--- src/mmcs_pkg.sv ---
// Shared types and constants for the min-max contrast stretch unit.
package mmcs_pkg;

	// Sample width; the binary point cancels in the ratio, so only the width matters.
	localparam int SAMPLE_WIDTH = 32;
	// The scaled dividend is diff * 255, which needs eight more bits than diff.
	localparam int REM_W = SAMPLE_WIDTH + 8;
	// The divisor starts at span shifted up by seven places.
	localparam int DVS_W = SAMPLE_WIDTH + 7;
	localparam int QUOT_W = 8;
	localparam int STEP_W = $clog2(QUOT_W);

	localparam logic CMD_MEASURE = 1'b0;
	localparam logic CMD_SCALE   = 1'b1;

	localparam logic [QUOT_W-1:0] BYTE_MAX = '1;

	// Commands from the controller to the datapath.
	typedef struct packed {
		logic measure_en;   // fold the input sample into min/max
		logic scale_load;   // capture the input sample of a scale item
		logic prep;         // form difference, span and special-case flags
		logic load;         // form the dividend and the shifted divisor
		logic div_step;     // one restoring division step
		logic result_load;  // move the finished byte into the output register
	} mmcs_cmd_t;

endpackage

--- src/mmcs_datapath.sv ---
// Datapath: running min/max, divider and output register of the stretch unit.
module mmcs_datapath import mmcs_pkg::*; (
	input  logic                           clk,
	input  logic                           arst_n,
	input  mmcs_cmd_t                      cmd,
	input  logic                           first_of_pass,
	input  logic signed [SAMPLE_WIDTH-1:0] sample,
	output logic        [QUOT_W-1:0]       pixel_byte,
	output logic                           degenerate
);

	logic signed [SAMPLE_WIDTH-1:0] min_q;
	logic signed [SAMPLE_WIDTH-1:0] max_q;
	logic signed [SAMPLE_WIDTH-1:0] sample_q;

	logic [SAMPLE_WIDTH-1:0] diff_q;
	logic [SAMPLE_WIDTH-1:0] span_q;
	logic                    degen_q;
	logic                    below_q;
	logic                    sat_q;

	logic [REM_W-1:0]  rem_q;
	logic [DVS_W-1:0]  dvs_q;
	logic [QUOT_W-1:0] quot_q;

	logic [SAMPLE_WIDTH:0] diff_full;
	logic [SAMPLE_WIDTH:0] span_full;
	logic [REM_W-1:0]      dividend;
	logic [REM_W-1:0]      dvs_ext;
	logic                  take;

	// Differences are exact in one extra bit; only the low bits are kept,
	// since they are used solely where they are known to be positive.
	assign diff_full = {sample_q[SAMPLE_WIDTH-1], sample_q} - {min_q[SAMPLE_WIDTH-1], min_q};
	assign span_full = {max_q[SAMPLE_WIDTH-1], max_q} - {min_q[SAMPLE_WIDTH-1], min_q};

	// diff * 255 as (diff << 8) - diff.
	assign dividend = {diff_q, 8'd0} - {8'd0, diff_q};

	assign dvs_ext = {1'b0, dvs_q};
	assign take    = rem_q >= dvs_ext;

	always_ff @(posedge clk or negedge arst_n) begin
		if (!arst_n) begin
			min_q <= {1'b0, {(SAMPLE_WIDTH-1){1'b1}}};
			max_q <= {1'b1, {(SAMPLE_WIDTH-1){1'b0}}};
		end else if (cmd.measure_en) begin
			if (first_of_pass) begin
				min_q <= sample;
				max_q <= sample;
			end else begin
				if (sample < min_q) min_q <= sample;
				if (sample > max_q) max_q <= sample;
			end
		end
	end

	always_ff @(posedge clk) begin
		if (cmd.scale_load) sample_q <= sample;
		if (cmd.prep) begin
			diff_q  <= diff_full[SAMPLE_WIDTH-1:0];
			span_q  <= span_full[SAMPLE_WIDTH-1:0];
			degen_q <= max_q <= min_q;
			below_q <= sample_q <= min_q;
		end
		if (cmd.load) begin
			rem_q  <= dividend;
			dvs_q  <= {span_q, 7'd0};
			quot_q <= '0;
			// The quotient reaches 255 exactly when diff is at least the span.
			sat_q  <= diff_q >= span_q;
		end
		if (cmd.div_step) begin
			if (take) rem_q <= rem_q - dvs_ext;
			dvs_q  <= dvs_q >> 1;
			quot_q <= {quot_q[QUOT_W-2:0], take};
		end
		if (cmd.result_load) begin
			degenerate <= degen_q;
			if (degen_q || below_q) pixel_byte <= '0;
			else if (sat_q)         pixel_byte <= BYTE_MAX;
			else                    pixel_byte <= quot_q;
		end
	end

endmodule

--- src/mmcs_ctrl.sv ---
// Controller: handshakes and division sequencing of the stretch unit.
module mmcs_ctrl import mmcs_pkg::*; (
	input  logic      clk,
	input  logic      arst_n,
	input  logic      in_valid,
	output logic      in_ready,
	input  logic      command,
	output logic      out_valid,
	input  logic      out_ready,
	output mmcs_cmd_t cmd
);

	localparam logic [2:0] S_IDLE = 3'd0;
	localparam logic [2:0] S_PREP = 3'd1;
	localparam logic [2:0] S_LOAD = 3'd2;
	localparam logic [2:0] S_DIV  = 3'd3;
	localparam logic [2:0] S_DONE = 3'd4;

	logic [2:0]        state_q;
	logic [2:0]        state_d;
	logic [STEP_W-1:0] step_q;
	logic              out_valid_q;
	logic              in_fire;
	logic              out_free;

	assign in_ready  = state_q == S_IDLE;
	assign in_fire   = in_valid && in_ready;
	assign out_valid = out_valid_q;
	assign out_free  = !out_valid_q || out_ready;

	always_comb begin
		cmd     = '0;
		state_d = state_q;
		unique case (state_q)
			S_IDLE: begin
				if (in_fire) begin
					if (command == CMD_SCALE) begin
						cmd.scale_load = 1'b1;
						state_d        = S_PREP;
					end else begin
						cmd.measure_en = 1'b1;
					end
				end
			end
			S_PREP: begin
				cmd.prep = 1'b1;
				state_d  = S_LOAD;
			end
			S_LOAD: begin
				cmd.load = 1'b1;
				state_d  = S_DIV;
			end
			S_DIV: begin
				cmd.div_step = 1'b1;
				if (step_q == STEP_W'(QUOT_W - 1)) state_d = S_DONE;
			end
			S_DONE: begin
				if (out_free) begin
					cmd.result_load = 1'b1;
					state_d         = S_IDLE;
				end
			end
			default: state_d = S_IDLE;
		endcase
	end

	always_ff @(posedge clk or negedge arst_n) begin
		if (!arst_n) begin
			state_q     <= S_IDLE;
			step_q      <= '0;
			out_valid_q <= 1'b0;
		end else begin
			state_q <= state_d;
			if (cmd.load)          step_q <= '0;
			else if (cmd.div_step) step_q <= step_q + 1'b1;
			if (cmd.result_load)   out_valid_q <= 1'b1;
			else if (out_ready)    out_valid_q <= 1'b0;
		end
	end

endmodule

--- src/minmax_contrast_stretch_unit.sv ---
// Top level of the min-max contrast stretch unit: controller, datapath and checks.
//
// The unit maps signed Q16.16 samples to bytes in two passes. The input channel
// (in_valid/in_ready) carries items of command, first_of_pass and sample. A measure
// item folds its sample into the running minimum and maximum; with first_of_pass
// set it restarts tracking from that sample. A measure item gives no result and
// leaves the input open, so measure items can stream at one per clock while idle.
// A scale item gives one result on the output channel (out_valid/out_ready):
// pixel_byte = floor((sample - min) * 255 / (max - min)) clamped to 0..255, and
// degenerate = 1 with pixel_byte = 0 when max <= min (including nothing measured).
// A scale item is worked out by a restoring divider, one quotient bit per cycle:
// it forms the differences, then the dividend, runs eight divide steps and loads
// the output register, and only then opens the input for the next item, so a new
// item is not taken while a scale item is in work.
// The output register holds a finished item while the receiver stalls; measure
// items are still taken meanwhile, and a further scale item waits in its last
// step until the output register frees.
// Reset (arst_n low) empties the output register, returns the controller to idle
// and sets the minimum to the largest and the maximum to the smallest value.
module minmax_contrast_stretch_unit import mmcs_pkg::*; (
	input  logic                           clk,
	input  logic                           arst_n,
	input  logic                           in_valid,
	output logic                           in_ready,
	input  logic                           command,
	input  logic                           first_of_pass,
	input  logic signed [SAMPLE_WIDTH-1:0] sample,
	output logic                           out_valid,
	input  logic                           out_ready,
	output logic        [QUOT_W-1:0]       pixel_byte,
	output logic                           degenerate
);

	mmcs_cmd_t cmd;

	// The controller owns both handshakes and sequences the divider.
	mmcs_ctrl u_ctrl (
		.clk       (clk),
		.arst_n    (arst_n),
		.in_valid  (in_valid),
		.in_ready  (in_ready),
		.command   (command),
		.out_valid (out_valid),
		.out_ready (out_ready),
		.cmd       (cmd)
	);

	// The datapath keeps min/max, divides, and holds the output register.
	mmcs_datapath u_datapath (
		.clk           (clk),
		.arst_n        (arst_n),
		.cmd           (cmd),
		.first_of_pass (first_of_pass),
		.sample        (sample),
		.pixel_byte    (pixel_byte),
		.degenerate    (degenerate)
	);

	// A degenerate result always carries a zero byte.
	a_degen_zero: assert property (@(posedge clk) disable iff (!arst_n)
		out_valid && degenerate |-> pixel_byte == '0)
		else $error("degenerate result with nonzero byte");

	// Taking a scale item closes the input until its result is finished.
	a_scale_busy: assert property (@(posedge clk) disable iff (!arst_n)
		in_valid && in_ready && command == CMD_SCALE |=> !in_ready)
		else $error("input open while a scale item is in the divider");

	// A new result only comes from the final step, while the input is closed.
	a_result_src: assert property (@(posedge clk) disable iff (!arst_n)
		$rose(out_valid) |-> $past(!in_ready))
		else $error("result appeared without a scale item in flight");

endmodule

--- config.mk ---
export PLATFORM = sky130hd
export DESIGN_NAME = minmax_contrast_stretch_unit
export DESIGN_NICKNAME = d
export VERILOG_FILES = /design/src/mmcs_pkg.sv /design/src/mmcs_datapath.sv /design/src/mmcs_ctrl.sv /design/src/minmax_contrast_stretch_unit.sv
export SDC_FILE = /design/constraint.sdc
export NUM_CORES = 1
export LEC_CHECK = 0
export ABC_AREA = 1
export BUFFER_PORTS_ARGS = -buffer_cell sky130_fd_sc_hd__buf_2
export CAP_MARGIN = 15
export CORE_MARGIN = 8
export CORE_UTILIZATION = 58
export DETAILED_ROUTE_END_ITERATION = 8
export GPL_TIMING_DRIVEN = 1
export PLACE_DENSITY = 0.75
export SYNTH_ARGS = -nofsm -noshare
export SYNTH_HDL_FRONTEND = slang
export SYNTH_SLANG_ARGS = --single-unit
--- constraint.sdc ---
create_clock -name clk -period 5.5 [get_ports clk]
set_input_delay 0.275 -clock clk [delete_from_list [all_inputs] [get_ports clk]]
set_output_delay 0.275 -clock clk [all_outputs]
set_load 0.05 [all_outputs]
==> results.sh, run 1 <==
export IMPL_io_buffer_count=48
export IMPL_synthSimpleGateAreaFrac_pct=27.0
export IMPL_clock_skew_ns=0.0451
export IMPL_synth_area_leaders="edfxtp_1 (22%), nand2_1 (14%), ha_1 (13%)"
export IMPL_worstSetupPathType="reg2reg"
export IMPL_fillCellCount=3087
export IMPL_drive_gt1_share_pct=6.02
export IMPL_finalCritPeriodShare_pct=69.7
export IMPL_cp_arrival_ns=4.29
export IMPL_ios=49
export IMPL_grt_overflow_total=0
export IMPL_place_hpwl_um=53700
export IMPL_grt_pass1_vias=20041
export IMPL_ant_nets=0
export IMPL_h_tree_depth=1
export IMPL_timing_critical_path_required_ns=5.95
export IMPL_place_gp_congestion=1.03
export IMPL_yosysWarnings=0
export IMPL_vias=19984
export IMPL_status="complete, no violations"
export IMPL_synth_xor_area_share_pct=3.39
export IMPL_synthFlopType="edfxtp_1"
export IMPL_cts_setup_buffers=0
export IMPL_synthAdderAreaFrac_pct=13.7
export IMPL_clock_fmax_ghz=0.261
export IMPL_final_max_slew_viol_count=0
export IMPL_placed_cell_area_mm2=0.0217
export IMPL_cp_start_kind="flop"
export IMPL_hold_path_class="in2reg"
export IMPL_routed_wl_um=67100
export IMPL_dieArea_mm2=0.0425
export IMPL_drt_iter0_drc=1630
export IMPL_nets=3217
export IMPL_antenna_found_initial=0
export IMPL_seq_area_frac_synth_pct=34.7
export IMPL_syn_num_nets=3139
export IMPL_fin_cells=3434
export IMPL_synth_common_cells="nand2_1 (761), inv_1 (409), nor2_1 (277)"
export IMPL_synth_edf_count=154
export IMPL_die_x_um=206
export IMPL_syn_area_mm2=0.0209
export IMPL_num_antenna_cells=0
export IMPL_grt_max_degree=72
export IMPL_via_per_inst=5.82
export IMPL_holdWs_ns=0.0178
export IMPL_finalSetupViolations=0
export IMPL_critical_path_top_delay_family="simple AND/OR/NAND/NOR gates"
export IMPL_synth_top_family_by_area="simple AND/OR/NAND/NOR gates"
export IMPL_cpMostUsedCell="nand2_1"
export IMPL_cts_buffers=29
export IMPL_yosysMostFrequentCell="nand2_1"
export IMPL_placed_cells=3350
export IMPL_cts_path_max_buffers=3
export IMPL_synth_top_area_share_pct=22.1
export IMPL_die_height_um=206
export IMPL_clk_latency_ns=0.60
export IMPL_cts_tree="yes"
export IMPL_core_area_mm2=0.0356
export IMPL_rows=69
export IMPL_fin_crit_ns=3.83
export IMPL_grt_total_usage_pct=31.6
export IMPL_post_drt_wl_per_cell_um=19.5
export IMPL_cp_max_fo=33
export IMPL_rsz0062_at_grt="false"
export IMPL_tns_ns=0
export IMPL_worst_slew_pin_slew_ns=1.12
export IMPL_relSlewSlack_pct=25.2
export IMPL_grt_pass1_wl_um=105000
export IMPL_critPathBufInv=2
export IMPL_crit_path_top_delay_cell="nand2_1"
export IMPL_drv_cap=0
export IMPL_synth_compound_area_share_pct=12.7
export IMPL_area_growth_pct=9.43
export IMPL_syn_inst=2873
export IMPL_endpoint_kind="flop"
export IMPL_drt_drc_violations_left=0
export IMPL_synthDistinctLibCells=50
export IMPL_initial_core_util_pct=58.9
export IMPL_design_area_mm2=0.0229
export IMPL_cts_num_sinks=266
export IMPL_synth_largest_area_cell="edfxtp_1"
export IMPL_path_cells="inv_1, ha_1, nand2_1, nor3_1, and3_1, nand2_1, nand2_1, nand2_1, nand2_1, nand2_1, nand2_2, buf_4, nand2_1, nand2_1, nand2_1"
export IMPL_first_pass_iters=8
export IMPL_async_reset_ff_share_pct=26.7
export IMPL_synth_area_mux_share_pct=0
export IMPL_clk_pin_slew_worst_paths_ns=0.06
export IMPL_avgSynthCellArea_um2=7.29
export IMPL_hold_viol=0
export IMPL_slowest_delay_ns=0.75
export IMPL_ys_ff_latch=266
export IMPL_cts_root_buffer="clkbuf_16"
-- cell families after synthesis --
| family | after synthesis |
|---|---|
| compound gates | 481 |
| xor+xnor | 81 |
| fa+ha+maj | 228 |
| buf+inv | 458 |
| flops | 266 |
| simple gates | 1359 |
-- what timing repair did --
| item | CTS | global route |
|---|---|---|
| hold endpoints to repair | 117 | 0 |
| endpoints found under the setup margin | 0 | 0 |
| hold buffers | 30 | 0 |
| gates resized for setup | 0 | 0 |
-- final timing paths --
check                                          start                   end  slack (ns)  depth (start not counted)
worst max-delay path            u_datapath.max_q[31]  u_datapath.max_q[21]        1.67                         15
worst min-delay path                      sample[24]  u_datapath.min_q[24]        0.02                          3
worst max register to register  u_datapath.max_q[31]  u_datapath.max_q[21]        1.67                         15
worst min register to register  u_datapath.min_q[26]  u_datapath.min_q[26]        0.46                          2
max in group asynchronous                     arst_n  u_datapath.min_q[31]        4.43                          3
min in group asynchronous                     arst_n   u_datapath.max_q[2]        0.42                          3
-- per-stage QoR --
step	util [%]	setup WS, ns
after global placement	60.9	1.86
after detailed placement	60.9	1.78
after global routing	64.4	1.43
after CTS	64.4	1.77
after floorplan	-	1.65
final	64.4	1.67
-- routing by layer --
| metal | GRT usage, % | wire [um] |
|---|---|---|
| met4 | 16.7 | 3810 |
| met3 | 3.29 | 4210 |
| met5 | 0 | 0 |
| met1 | 36.8 | 25900 |
| met2 | 56.5 | 33200 |
-- registers in the layout, summed over array words and instances (netlist names), 3 cells and up --
name / count
u_datapath.diff_q: 32
u_datapath.dvs_q: 39
u_datapath.min_q: 32
u_ctrl.step_q: 3
u_datapath.sample_q: 32
u_datapath.max_q: 32
u_ctrl.state_q: 3
u_datapath.rem_q: 40
u_datapath.span_q: 32
u_datapath.pixel_byte: 8
u_datapath.quot_q: 8
-- layout make-up --
type / count / area, um2 / share of cell area, %
clock inverter: 15 / 153 / 0.666
clock buffer: 38 / 779 / 3.40
tap: 461 / 577 / 2.52
sequential: 266 / 7260 / 31.7
multi-input combinational: 2149 / 11900 / 52.1
timing repair buffer: 91 / 658 / 2.87
inverter: 414 / 1550 / 6.78
-- cell usage in the layout (no fill, tap or decap), drive strengths merged, types with 4 or more instances in the layout --
cell type	netlist	layout
nand4	32	32
o21bai	17	17
and3	5	5
a221oi	6	6
edfxtp	154	154
dfxtp	41	41
a31oi	7	7
a21oi	211	211
nor2	281	281
ha	225	225
or2	10	10
nand3	203	203
xor2	48	48
a21boi	8	8
nand3b	6	6
buf	23	61
dfstp	32	32
o21a	9	9
nor3	43	43
clkinv	0	8
inv	414	417
nand2	768	768
o211ai	6	6
dlygate4sd3	0	30
nor4	9	9
dfrtp	39	39
o21ai	176	176
o31ai	4	4
a21o	22	22
a211oi	8	8
xnor2	33	33
clkbuf	21	38
-- worst reg2reg max path, stage by stage, from the launching register on --
cell and delay, ns:
dfstp_2 0.56, inv_1 0.05, ha_1 0.40, nand2_1 0.12, nor3_1 0.43, and3_1 0.31
nand2_1 0.12, nand2_1 0.07, nand2_1 0.05, nand2_1 0.06, nand2_1 0.06, nand2_2 0.05
buf_4 0.33, nand2_1 0.76, nand2_1 0.29, nand2_1 0.07
Power of run 1 is not shown: default switching activity piles up to over one toggle a cycle in this logic, so the estimate is an artifact.
==> run 2: changes to the inputs <==
Clock period 5.5 ns to 3.24 ns, I/O delays scaled along.
==> results.sh, run 2 (same netlist as run 1, synthesis figures left out) <==
export IMPL_largestRegisters="u_datapath.rem_q (40), u_datapath.dvs_q (39)"
export IMPL_largest_reg_flops=40
export IMPL_cts_tree="yes"
export IMPL_core_area_mm2=0.0356
export IMPL_r2r_slack_ns=0.21
export IMPL_vias=20353
export IMPL_grt_pass1_vias=20425
export IMPL_crit_path_top_delay_cell="dfstp_2"
export IMPL_fin_crit_ns=3.03
export IMPL_registers_top_by_ff_count="u_datapath.rem_q"
export IMPL_timing_critical_path_required_ns=3.54
export IMPL_rr_endpoint="u_datapath.span_q[24]"
export IMPL_finalCritPeriodShare_pct=93.4
export IMPL_nets=3235
export IMPL_h_tree_depth=1
export IMPL_endpoint_kind="flop"
export IMPL_fin_cells=3454
export IMPL_cp_arrival_ns=3.32
export IMPL_cts_path_max_buffers=3
export IMPL_ant_nets=0
export IMPL_placed_cells=3362
export IMPL_grt_busiest_layer="met2"
export IMPL_clock_fmax_ghz=0.330
export IMPL_drv_cap=0
export IMPL_dieArea_mm2=0.0425
export IMPL_final_max_slew_viol_count=0
export IMPL_post_drt_wl_per_cell_um=20.1
export IMPL_slowest_delay_ns=0.54
export IMPL_place_hpwl_um=54900
export IMPL_grt_util_met3_pct=3.45
export IMPL_r2r_start="u_datapath.min_q[2]"
export IMPL_clk_latency_ns=0.62
export IMPL_worstSetupPathType="reg2reg"
export IMPL_cp_start_kind="flop"
export IMPL_layout_commonest_cell="nand2_1"
export IMPL_clock_skew_ns=0.0533
export IMPL_grt_pass1_wl_um=108000
export IMPL_place_gp_congestion=0.998
export IMPL_gr_usage_met1_pct=37.2
export IMPL_cts_root_buffer="clkbuf_16"
export IMPL_cpMostUsedCell="o21ai_1"
export IMPL_drive_gt1_share_pct=6.65
export IMPL_die_height_um=206
export IMPL_rsz0062_at_grt="false"
export IMPL_clk_pin_slew_worst_paths_ns=0.07
export IMPL_cp_max_fo=4
export IMPL_grt_total_usage_pct=32.4
export IMPL_met2_usage_pct=57.3
export IMPL_grt_max_degree=68
export IMPL_area_growth_pct=10.9
export IMPL_routed_wl_um=69300
export IMPL_startpoint="u_datapath.min_q[2]"
export IMPL_status="complete, no violations"
export IMPL_critPathCapture="u_datapath.span_q[24]"
export IMPL_drt_iter0_drc=1631
export IMPL_initial_core_util_pct=58.9
export IMPL_grt_overflow_total=0
export IMPL_path_cells="inv_1, ha_1, nand2_1, o21ai_1, a21boi_0, o21ai_1, a21oi_1, o21ai_0, xor2_1"
export IMPL_die_x_um=206
export IMPL_layout_common_cells="nand2_1 (761), inv_1 (409), nor2_1 (272)"
export IMPL_relSlewSlack_pct=44.0
export IMPL_antenna_found_initial=0
export IMPL_finalSetupViolations=0
export IMPL_drt_drc_violations_left=0
export IMPL_hold_path_class="in2async"
export IMPL_first_pass_iters=8
export IMPL_num_antenna_cells=0
export IMPL_hold_viol=0
export IMPL_rows=69
export IMPL_via_per_inst=5.89
export IMPL_ios=49
export IMPL_cts_num_sinks=266
export IMPL_reg2regPathDepth=9
export IMPL_worst_slew_pin_slew_ns=0.840
export IMPL_io_buffer_count=48
export IMPL_postCtsResizedCells=0
export IMPL_cts_buffers=30
run 2: changes by cell type in the layout (fill, tap and decap cells not counted), moves of 2 or more:
cell / change
buf_4: +10
dlygate4sd3_1: +6
clkbuf_16: +5
clkbuf_1: -4
clkinv_2: +3
buf_12: +2
clkinv_1: -2
clkinvlp_4: -2
run 2: metrics by stage:
stage / util, % / TNS [ns] / instance area (um2) / worst slack [ns] / hold WS, ns
after global placement: 61.2 / 0 / 21800 / 0.361 / 0.182
final: 65.3 / 0 / 23200 / 0.214 / 0.0999
after detailed placement: 61.2 / 0 / 21800 / 0.357 / 0.190
after CTS: 65.3 / 0 / 23200 / 0.302 / 0.0905
after floorplan: - / -0.173 / 21000 / -0.00542 / -0.134
after global routing: 65.3 / 0 / 23200 / 0.106 / 0.132
run 2: worst min path at each step:
stage	startpoint	endpoint	slack [ns]	cells past startpoint
CTS	arst_n	u_datapath.max_q[3]	0.09	2
global placement	arst_n	u_datapath.max_q[3]	0.18	1
floorplan	arst_n	u_ctrl.out_valid	-0.13	0
detailed placement	arst_n	u_datapath.max_q[3]	0.19	1
finish	arst_n	u_datapath.max_q[3]	0.1	2
global route	arst_n	u_ctrl.out_valid	0.13	2
run 2: layout make-up:
type	instances	area (um2)
clock buffers	39	890
clock inverters	17	200
fillers	3043	12300
inverters	414	1550
multi-input cells	2149	11900
flip-flops and latches	266	7260
well taps	461	577
repair buffers	108	806
run 2: routing by layer:
layer	part of all wire [%]	vias up
met5	0	-
met4	7.0	0
met3	6.2	237
met2	49	938
met1	38	9454
li1	-	9724
run 2: repair_timing:
action / in CTS / in global routing
endpoints found under the hold margin: 123 / 0
setup buffers: 0 / 0
hold buffers: 36 / 0
run 2: critical path: cells and delay by family, from the launching register on:
kind | cells | cell delay, ns
adder cells (fa/ha/maj) | 1 | 0.39
XOR/XNOR | 1 | 0.16
buffers and inverters | 1 | 0.08
AND/OR/NAND/NOR | 1 | 0.12
flip-flops | 1 | 0.54
AO/OA/AOI/OAI | 5 | 1.42
Power of run 2 is left out for the same reason.
